==> src/rtl/kwd_pkg.sv <==
`default_nettype none
// ----------------------------------------------------------------------------
// kwd_pkg
// Types, codes and constants shared by the keyed watchdog modules.
// ----------------------------------------------------------------------------
package kwd_pkg;

    localparam int DATA_WIDTH          = 32;
    localparam int COUNT_WIDTH_DEFAULT = 32;

    localparam logic [DATA_WIDTH-1:0] UNLOCK_KEY = 32'hf1d0_dead;

    typedef enum logic [1:0] {
        CMD_TICK  = 2'd0,
        CMD_READ  = 2'd1,
        CMD_WRITE = 2'd2,
        CMD_CLEAR = 2'd3
    } kwd_cmd_t;

    typedef enum logic [1:0] {
        REG_COUNT     = 2'd0,
        REG_THRESHOLD = 2'd1,
        REG_ENABLE    = 2'd2,
        REG_SAFE      = 2'd3
    } kwd_reg_t;

    localparam int CLR_PRETIMEOUT_BIT = 0;
    localparam int CLR_TIMEOUT_BIT    = 1;

    typedef struct packed {
        kwd_cmd_t              command;
        kwd_reg_t              reg_index;
        logic [DATA_WIDTH-1:0] write_data;
        logic [1:0]            clear_mask;
    } kwd_item_t;

    typedef struct packed {
        logic [DATA_WIDTH-1:0] read_data;
        logic                  write_done;
        logic                  pretimeout_irq;
        logic                  timeout_irq;
    } kwd_result_t;

endpackage
`default_nettype wire

==> src/rtl/kwd_in_stage.sv <==
`default_nettype none
// ----------------------------------------------------------------------------
// kwd_in_stage
// Input register: holds one accepted item until the core consumes it.
// ----------------------------------------------------------------------------
module kwd_in_stage (
    input  wire logic              aclk,
    input  wire logic              aresetn,
    input  wire logic              in_valid,
    output logic                   in_ready,
    input  wire kwd_pkg::kwd_item_t in_item,
    output logic                   out_valid,
    input  wire logic              out_ready,
    output kwd_pkg::kwd_item_t     out_item
);
    import kwd_pkg::*;

    logic      valid_reg;
    kwd_item_t item_reg;

    assign in_ready  = !valid_reg || out_ready;
    assign out_valid = valid_reg;
    assign out_item  = item_reg;

    always_ff @(posedge aclk) begin
        if (!aresetn) begin
            valid_reg <= 1'b0;
        end else if (in_ready) begin
            valid_reg <= in_valid;
        end
    end

    always_ff @(posedge aclk) begin
        if (in_ready && in_valid) begin
            item_reg <= in_item;
        end
    end

endmodule
`default_nettype wire

==> src/rtl/kwd_core.sv <==
`default_nettype none
// ----------------------------------------------------------------------------
// kwd_core
// Watchdog registers, key lock and sticky flags. Computes the result of
// one item and commits the state update when the item is consumed.
// ----------------------------------------------------------------------------
module kwd_core #(
    parameter int COUNT_WIDTH = kwd_pkg::COUNT_WIDTH_DEFAULT
) (
    input  wire logic               aclk,
    input  wire logic               aresetn,
    input  wire logic               item_fire,
    input  wire kwd_pkg::kwd_item_t item,
    output kwd_pkg::kwd_result_t    result
);
    import kwd_pkg::*;

    logic [COUNT_WIDTH-1:0] count_reg, count_next;
    logic [COUNT_WIDTH-1:0] threshold_reg, threshold_next;
    logic                   running_reg, running_next;
    logic                   unlocked_reg, unlocked_next;
    logic                   pre_flag_reg, pre_flag_next;
    logic                   to_flag_reg, to_flag_next;
    logic [COUNT_WIDTH-1:0] count_dec;
    logic [COUNT_WIDTH-1:0] data_trunc;
    logic [DATA_WIDTH-1:0]  read_data;
    logic                   write_done;

    assign count_dec  = count_reg - COUNT_WIDTH'(1);
    assign data_trunc = COUNT_WIDTH'(item.write_data);

    always_comb begin
        count_next     = count_reg;
        threshold_next = threshold_reg;
        running_next   = running_reg;
        unlocked_next  = unlocked_reg;
        pre_flag_next  = pre_flag_reg;
        to_flag_next   = to_flag_reg;
        read_data      = '0;
        write_done     = 1'b0;
        unique case (item.command)
            CMD_TICK: begin
                if (running_reg && (count_reg != '0)) begin
                    count_next = count_dec;
                    if ((threshold_reg != '0) && (count_dec == threshold_reg)) begin
                        pre_flag_next = 1'b1;
                    end
                    if (count_dec == '0) begin
                        to_flag_next = 1'b1;
                    end
                end
            end
            CMD_READ: begin
                unique case (item.reg_index)
                    REG_COUNT:     read_data = DATA_WIDTH'(count_reg);
                    REG_THRESHOLD: read_data = DATA_WIDTH'(threshold_reg);
                    REG_ENABLE:    read_data = DATA_WIDTH'(running_reg);
                    REG_SAFE:      read_data = '0;
                    default:       read_data = '0;
                endcase
            end
            CMD_WRITE: begin
                if (item.reg_index == REG_SAFE) begin
                    unlocked_next = (item.write_data == UNLOCK_KEY);
                    write_done    = (item.write_data == UNLOCK_KEY);
                end else if (unlocked_reg) begin
                    unlocked_next = 1'b0;
                    write_done    = 1'b1;
                    unique case (item.reg_index)
                        REG_COUNT:     count_next     = data_trunc;
                        REG_THRESHOLD: threshold_next = data_trunc;
                        default:       running_next   = item.write_data[0];
                    endcase
                end
            end
            CMD_CLEAR: begin
                if (item.clear_mask[CLR_PRETIMEOUT_BIT]) begin
                    pre_flag_next = 1'b0;
                end
                if (item.clear_mask[CLR_TIMEOUT_BIT]) begin
                    to_flag_next = 1'b0;
                end
            end
            default: begin
            end
        endcase
    end

    assign result.read_data      = read_data;
    assign result.write_done     = write_done;
    assign result.pretimeout_irq = pre_flag_next;
    assign result.timeout_irq    = to_flag_next;

    always_ff @(posedge aclk) begin
        if (!aresetn) begin
            count_reg     <= '1;
            threshold_reg <= '0;
            running_reg   <= 1'b0;
            unlocked_reg  <= 1'b0;
            pre_flag_reg  <= 1'b0;
            to_flag_reg   <= 1'b0;
        end else if (item_fire) begin
            count_reg     <= count_next;
            threshold_reg <= threshold_next;
            running_reg   <= running_next;
            unlocked_reg  <= unlocked_next;
            pre_flag_reg  <= pre_flag_next;
            to_flag_reg   <= to_flag_next;
        end
    end

endmodule
`default_nettype wire

==> src/rtl/kwd_out_stage.sv <==
`default_nettype none
// ----------------------------------------------------------------------------
// kwd_out_stage
// Result register: holds one result until the downstream transfer.
// ----------------------------------------------------------------------------
module kwd_out_stage (
    input  wire logic                 aclk,
    input  wire logic                 aresetn,
    input  wire logic                 in_valid,
    output logic                      in_ready,
    input  wire kwd_pkg::kwd_result_t in_result,
    output logic                      out_valid,
    input  wire logic                 out_ready,
    output kwd_pkg::kwd_result_t      out_result
);
    import kwd_pkg::*;

    logic        valid_reg;
    kwd_result_t result_reg;

    assign in_ready   = !valid_reg || out_ready;
    assign out_valid  = valid_reg;
    assign out_result = result_reg;

    always_ff @(posedge aclk) begin
        if (!aresetn) begin
            valid_reg <= 1'b0;
        end else if (in_ready) begin
            valid_reg <= in_valid;
        end
    end

    always_ff @(posedge aclk) begin
        if (in_ready && in_valid) begin
            result_reg <= in_result;
        end
    end

endmodule
`default_nettype wire

==> src/rtl/keyed_watchdog_with_threshold_irq_core.sv <==
`default_nettype none
// ----------------------------------------------------------------------------
// keyed_watchdog_with_threshold_irq_core
// Keyed watchdog timer with a pre-timeout interrupt flag.
// Path from input transfer to result valid: the input register, then the result
// register; the state update and result are combinational logic between them.
// Throughput: one item per cycle, limited only by the result handshake.
// Reset: synchronous, active low; count all ones, threshold zero, disabled,
// locked, both flags clear, both pipeline registers empty.
// ----------------------------------------------------------------------------
module keyed_watchdog_with_threshold_irq_core #(
    parameter int COUNT_WIDTH = kwd_pkg::COUNT_WIDTH_DEFAULT
) (
    input  wire logic        aclk,
    input  wire logic        aresetn,
    input  wire logic        s_valid,
    output logic             s_ready,
    input  wire logic [1:0]  s_command,
    input  wire logic [1:0]  s_reg_index,
    input  wire logic [31:0] s_write_data,
    input  wire logic [1:0]  s_clear_mask,
    output logic             m_valid,
    input  wire logic        m_ready,
    output logic [31:0]      m_read_data,
    output logic             m_write_done,
    output logic             m_pretimeout_irq,
    output logic             m_timeout_irq
);
    import kwd_pkg::*;

    kwd_item_t   s_item;
    kwd_item_t   core_item;
    kwd_result_t core_result;
    kwd_result_t m_result;
    logic        core_valid;
    logic        core_ready;

    assign s_item.command    = kwd_cmd_t'(s_command);
    assign s_item.reg_index  = kwd_reg_t'(s_reg_index);
    assign s_item.write_data = s_write_data;
    assign s_item.clear_mask = s_clear_mask;

    kwd_in_stage u_in_stage (
        .aclk      (aclk),
        .aresetn   (aresetn),
        .in_valid  (s_valid),
        .in_ready  (s_ready),
        .in_item   (s_item),
        .out_valid (core_valid),
        .out_ready (core_ready),
        .out_item  (core_item)
    );

    kwd_core #(
        .COUNT_WIDTH (COUNT_WIDTH)
    ) u_core (
        .aclk      (aclk),
        .aresetn   (aresetn),
        .item_fire (core_valid && core_ready),
        .item      (core_item),
        .result    (core_result)
    );

    kwd_out_stage u_out_stage (
        .aclk       (aclk),
        .aresetn    (aresetn),
        .in_valid   (core_valid),
        .in_ready   (core_ready),
        .in_result  (core_result),
        .out_valid  (m_valid),
        .out_ready  (m_ready),
        .out_result (m_result)
    );

    assign m_read_data      = m_result.read_data;
    assign m_write_done     = m_result.write_done;
    assign m_pretimeout_irq = m_result.pretimeout_irq;
    assign m_timeout_irq    = m_result.timeout_irq;

endmodule
`default_nettype wire
==> config.mk <==
export PLATFORM = sky130hd
export DESIGN_NAME = keyed_watchdog_with_threshold_irq_core
export DESIGN_NICKNAME = d
export VERILOG_FILES = /design/src/rtl/kwd_pkg.sv /design/src/rtl/kwd_in_stage.sv /design/src/rtl/kwd_core.sv /design/src/rtl/kwd_out_stage.sv /design/src/rtl/keyed_watchdog_with_threshold_irq_core.sv
export SDC_FILE = /design/constraint.sdc
export NUM_CORES = 1
export LEC_CHECK = 0
export ABC_AREA = 1
export BUFFER_PORTS_ARGS = -buffer_cell sky130_fd_sc_hd__clkbuf_2
export CORE_MARGIN = 2
export CORE_UTILIZATION = 25
export CTS_BUF_LIST = sky130_fd_sc_hd__clkbuf_8
export CTS_CLUSTER_DIAMETER = 80
export CTS_CLUSTER_SIZE = 16
export DETAILED_ROUTE_END_ITERATION = 8
export SLEW_MARGIN = 20
export SYNTH_ARGS = -nofsm -noshare
export SYNTH_HDL_FRONTEND = slang
export SYNTH_SLANG_ARGS = --single-unit
==> constraint.sdc <==
create_clock -name aclk -period 5.41 [get_ports aclk]
set_input_delay 0.541 -clock aclk [delete_from_list [all_inputs] [get_ports aclk]]
set_output_delay 0.541 -clock aclk [all_outputs]
set_load 0.01 [all_outputs]
==> results.yml, run 1 <==
setup_path:
  crit_required_ns: 5.80
  arrival_ns: 3.99
  critPathCaptureType: "flip-flop"
  crit_type: "flip-flop to flip-flop"
  cp-start-kind: "flip-flop"
  cp_max_fo: 54
yosys:
  yosys-top-cells-count: "nand2_1, nor2_1, inv_1, nand3_1, edfxtp_1"
  ys.flop_type: "edfxtp_1"
  synth.area.top_cells: "edfxtp_1, dfxtp_1, nand2_1, nand3_1, nor2_1"
  yosysSeqAreaShare_pct: 47.30
  synth_edf_count: 73
  synth_cell_types: 40
  yosysTopAreaCellShare_pct: 28.85
  ys_seq_elements: 143
  async_flop_share_pct: 0
  syn_area_um2: 7597
  yosys.cell_count.top_type: "nand2_1"
  syn_area_per_cell_um2: 7.808
  netlist_instances: 973
  synth_fp_nets: 1021
  yosysTopAreaCell: "edfxtp_1"
  yosysWarningCount: 0
sta:
  worst_slack_ns: 1.809
  setup_viol: 0
  rsz0062_at_grt: "false"
  slew_headroom_pct: 29.99
  skew_ns: 0.01261
  final_max_slew_viol_count: 0
  fin_crit_ns: 3.601
  finalHoldViolCount: 0
  finalCritPeriodShare_pct: 66.55
  worst_slew_pin_slew_ns: 1.044
  finalSetupTns_ns: 0
  max_freq_mhz: 277.7
die:
  ios: 79
  die-area_um2: 31800
  num_rows: 63
  initial_utilization_pct: 25.50
  die_h_um: 178.3
  core_area_um2: 29800
  die_w_um: 178.3
place:
  io_buffers: 78
  place.gp.congestion: 0.9351
  placedCellCount: 1408
  dp_hpwl_um: 17470
  postPlaceCellArea_um2: 8376
  place_ws_ns: 1.859
global_routing:
  grt_max_degree: 55
  grt_first_pass_wirelength_um: 37250
  overflow: 0
  grtUsageTotal_pct: 15.44
  grt_pass1_vias: 6607
  antenna_found_initial: 0
hold_path:
  hold_class: "input port to flip-flop"
route:
  vias: 6916
  viasPerCell: 4.803
  drc: 0
  final_antenna_net_count: 0
  initialDrtViolationCount: 685
  postRouteWirelength_um: 23810
  dr.pass1.iters: 6
  post_drt_wl_per_cell_um: 16.54
clocking:
  ctsHoldBuffers: 0
  cts_setup_buffers: 0
  root_buffer: "clkbuf_8"
  htreeDepth: 4
  clockBufferDepth: 2
  cts_tree: "done"
  cts-resized-gates: 0
  clkLatencyLatePin_ns: 0.47
  cts_num_sinks: 143
  path_clk_slew_ns: 0.09
  cts_buffers: 17
finish:
  fin_cells: 1440
  drive_above_1_share_pct: 15.33
  antennaDiodeCount: 0
  largest_register_ffs: 38
  layout.nets: 1085
  nFillCells: 3223
  area_growth_pct: 16.09
  design_area_um2: 8820
pwr:
  p_per_area_nw_per_um2: 269.1
  p_total_mw: 2.373
  p_leak_nw: 3.541
  peakVddDrop_uv: 146.9
run:
  cap_viol_max_count: 0
run_status:
  status: "completed"
==> cell families after synthesis <==
family,after synthesis,share of synthesized area [%]
xor+xnor,9,1.680
compound gates,175,13.64
buf+inv,142,7.131
flops,143,47.30
simple gates,498,29.27
fa+ha+maj,6,0.9881
==> per-stage QoR <==
stage	hold WS (ns)	utilization (%)
final	0.2415	29.60
after global routing	0.2197	29.60
after CTS	0.2158	29.60
after detailed placement	0.4950	28.11
after global placement	0.4947	28.11
after floorplan	0.4588	-
==> report_power, final <==
part,leakage (nW),switching (mW),total (mW),internal [mW]
Sequential,1.27,0.0403,1.22,1.18
Clock,0.228,0.456,0.967,0.511
Combinational,2.04,0.125,0.182,0.0570
==> worst paths after layout <==
kind	from	endpoint	slack, ns	cells past startpoint
max	u_in_stage.out_item[36]	u_core.count_reg[27]	1.81	10
min	s_write_data[24]	u_in_stage.out_item[26]	0.24	1
max reg2reg	u_in_stage.out_item[36]	u_core.count_reg[27]	1.81	10
min reg2reg	u_core.threshold_reg[3]	u_core.threshold_reg[3]	0.51	2
==> metal layers <==
metal / part of all wire (%) / track usage [%] / vias up / wire length [um]
met5: 0 / 0 / - / 0
met4: 1.5 / 4.404 / 0 / 367
met3: 7.9 / 3.197 / 26 / 1880
met2: 44 / 23.79 / 272 / 10520
met1: 46 / 21.78 / 3193 / 11050
li1: - / - / 3425 / -
==> layout by cell type, fill, tap and decap left out, types with 3 or more instances in the layout <==
| cell type | netlist | layout |
|---|---|---|
| nor2_1 | 110 | 109 |
| o21ai_0 | 45 | 45 |
| ha_1 | 6 | 6 |
| nand4_1 | 18 | 18 |
| clkbuf_2 | 0 | 78 |
| inv_2 | 7 | 8 |
| edfxtp_1 | 73 | 73 |
| a21oi_1 | 68 | 68 |
| nor2_2 | 6 | 7 |
| nand3_1 | 93 | 93 |
| clkbuf_8 | 0 | 17 |
| nor4_1 | 7 | 7 |
| buf_4 | 0 | 8 |
| clkinv_2 | 0 | 3 |
| xor2_1 | 5 | 5 |
| bufinv_16 | 0 | 4 |
| dfxtp_1 | 70 | 70 |
| o311ai_0 | 4 | 4 |
| o211ai_1 | 49 | 49 |
| nand2_1 | 235 | 235 |
| xnor3_1 | 3 | 3 |
| o21ai_2 | 4 | 4 |
| clkinv_4 | 0 | 4 |
| nand2_2 | 7 | 7 |
| inv_1 | 93 | 91 |
| nor2_4 | 9 | 9 |
==> critical path, cell delays in order, from the launching register on <==
cell	delay [ns]
edfxtp_1	0.38
inv_1	0.08
ha_1	0.46
inv_1	0.62
buf_4	0.42
a21oi_1	0.07
nor2_1	0.11
nand2_1	0.21
inv_2	0.78
o211ai_1	0.20
o211ai_1	0.15
==> final cells by class <==
type	instances	area (um^2)	share of cell area, %
Tap cell	390	488.0	5.533
Timing Repair Buffer	86	450.4	5.107
Sequential cell	143	3593	40.74
Multi-Input combinational cell	688	3465	39.28
Clock buffer	17	234.0	2.653
Inverter	101	379.1	4.298
Clock inverter	15	210.2	2.383
Power figures use the tool's default switching activity.
==> inputs of run 2 (changes only) <==
==> constraint.sdc (replaced) <==
create_clock -name aclk -period 3.4 [get_ports aclk]
set_input_delay 0.34 -clock aclk [delete_from_list [all_inputs] [get_ports aclk]]
set_output_delay 0.34 -clock aclk [all_outputs]
set_load 0.01 [all_outputs]
==> run 2 against run 1 <==
Net effect:
- design area fell by 0.28%
- global-route usage about the same
- combinational power is 63% higher
- clock power up 41%
- routed wire length grew 1.2%
==> results.yml, run 2 (same netlist as run 1, synthesis figures left out) <==
global_routing:
  grt_pass1_vias: 6629
  top_usage_layer: "met2"
  grtUsageTotal_pct: 15.44
  overflow: 0
  grt_first_pass_wirelength_um: 37050
  use_met1_pct: 21.55
  grt_max_degree: 55
  antenna_found_initial: 0
  grtUsageMet3_pct: 3.197
  grtUsageMet2_pct: 23.26
clocking:
  cts_buffers: 17
  cts_num_sinks: 143
  cts-resized-gates: 0
  clkLatencyLatePin_ns: 0.48
  path_clk_slew_ns: 0.08
  cts_setup_buffers: 0
  root_buffer: "clkbuf_8"
  cts_tree: "done"
  ctsHoldBuffers: 0
  htreeDepth: 4
  clockBufferDepth: 2
setup_path:
  critical_path.max_stage_delay_ns: 0.69
  critPathCaptureType: "flip-flop"
  crit_chain: "inv_2 > ha_1 > nand2_4 > nor2_8 > nand2_1 > nor2_1 > o21ai_0 > nand2_1 > buf_4 > inv_2 > o211ai_1 > o211ai_1"
  crit_required_ns: 3.79
  arrival_ns: 3.15
  cpLargestDelayFamily: "buffers and inverters"
  crit_type: "flip-flop to flip-flop"
  crit_buf_inv: 3
  cp_slowest_cell: "inv_2"
  cp_max_fo: 54
  cp-start-kind: "flip-flop"
sta:
  holdWs_ns: 0.04041
  final_max_slew_viol_count: 0
  finalSetupTns_ns: 0
  skew_ns: 0.01731
  rsz0062_at_grt: "false"
  slew_headroom_pct: 36.00
  setup_viol: 0
  fin_crit_ns: 2.766
  max_freq_mhz: 361.5
  worst_slew_pin_slew_ns: 0.9599
  finalHoldViolCount: 0
  finalCritPeriodShare_pct: 81.35
route:
  vias: 6984
  post_drt_wl_per_cell_um: 16.67
  final_antenna_net_count: 0
  dr.pass1.iters: 5
  postRouteWirelength_um: 24090
  initialDrtViolationCount: 679
  viasPerCell: 4.833
  drc: 0
die:
  num_rows: 63
  die_h_um: 178.3
  core_area_um2: 29800
  ios: 79
  initial_utilization_pct: 25.50
  die-area_um2: 31800
  die_w_um: 178.3
finish:
  final_common_cell: "nand2_1"
  drive_above_1_share_pct: 15.26
  final_cell_mix: "nand2_1, nor2_1, inv_1"
  largest_register_ffs: 38
  antennaDiodeCount: 0
  layout.nets: 1090
  design_area_um2: 8795
  area_growth_pct: 15.76
pwr:
  p_total_mw: 3.599
  peakVddDrop_uv: 234.1
  p_per_area_nw_per_um2: 409.2
  p_leak_nw: 3.530
run_status:
  status: "completed"
place:
  io_buffers: 78
  place.gp.congestion: 0.9336
  postPlaceCellArea_um2: 8413
  dp_hpwl_um: 17810
hold_path:
  hold_class: "input port to flip-flop"
run:
  cap_viol_max_count: 0
run 2: changes by cell type in the layout (fill, tap and decap cells not counted):
cell and change:
buf_4 +5, inv_1 +3, bufinv_16 -2, clkinv_1 +2, clkinv_2 -2, clkinvlp_4 +2
inv_8 -2, inv_2 -1
run 2: path summary, 6_finish.rpt:
path	from	to	slack [ns]	cells after the start
setup / recovery	u_core.count_reg[0]	u_core.count_reg[1]	0.63	12
hold / removal	s_write_data[28]	u_in_stage.out_item[30]	0.04	1
setup reg to reg	u_core.count_reg[0]	u_core.count_reg[1]	0.63	12
hold reg to reg	u_core.threshold_reg[5]	u_core.threshold_reg[5]	0.51	2
run 2: metal layers:
metal | share of wire, % | up-vias
met3 | 6.6 | 47
met2 | 43 | 250
met1 | 47 | 3258
met4 | 3.2 | 0
li1 | - | 3429
met5 | 0 | -
run 2: per-stage QoR:
step	instances	setup slack (ns)	utilization, %
floorplan	973	1.047	-
global placement	1413	0.8262	28.24
detailed placement	1413	0.7004	28.24
CTS	1445	0.6794	29.52
global route	1445	0.3673	29.52
finish	1445	0.6340	29.52
run 2: power by group:
group / leakage (nW) / internal [mW] / switching (mW)
clock: 0.194 / 0.647 / 0.709
combinational: 2.06 / 0.0938 / 0.203
sequential: 1.27 / 1.88 / 0.0628
run 2: final cells by class:
cell class | instances | area [um^2]
clock buffer | 17 | 234.0
timing repair buffer | 91 | 488.0
inverter | 101 | 379.1
fill | 3280 | 21000
sequential | 143 | 3593
clock inverter | 15 | 147.6
multi-input combinational | 688 | 3465
tap | 390 | 488.0
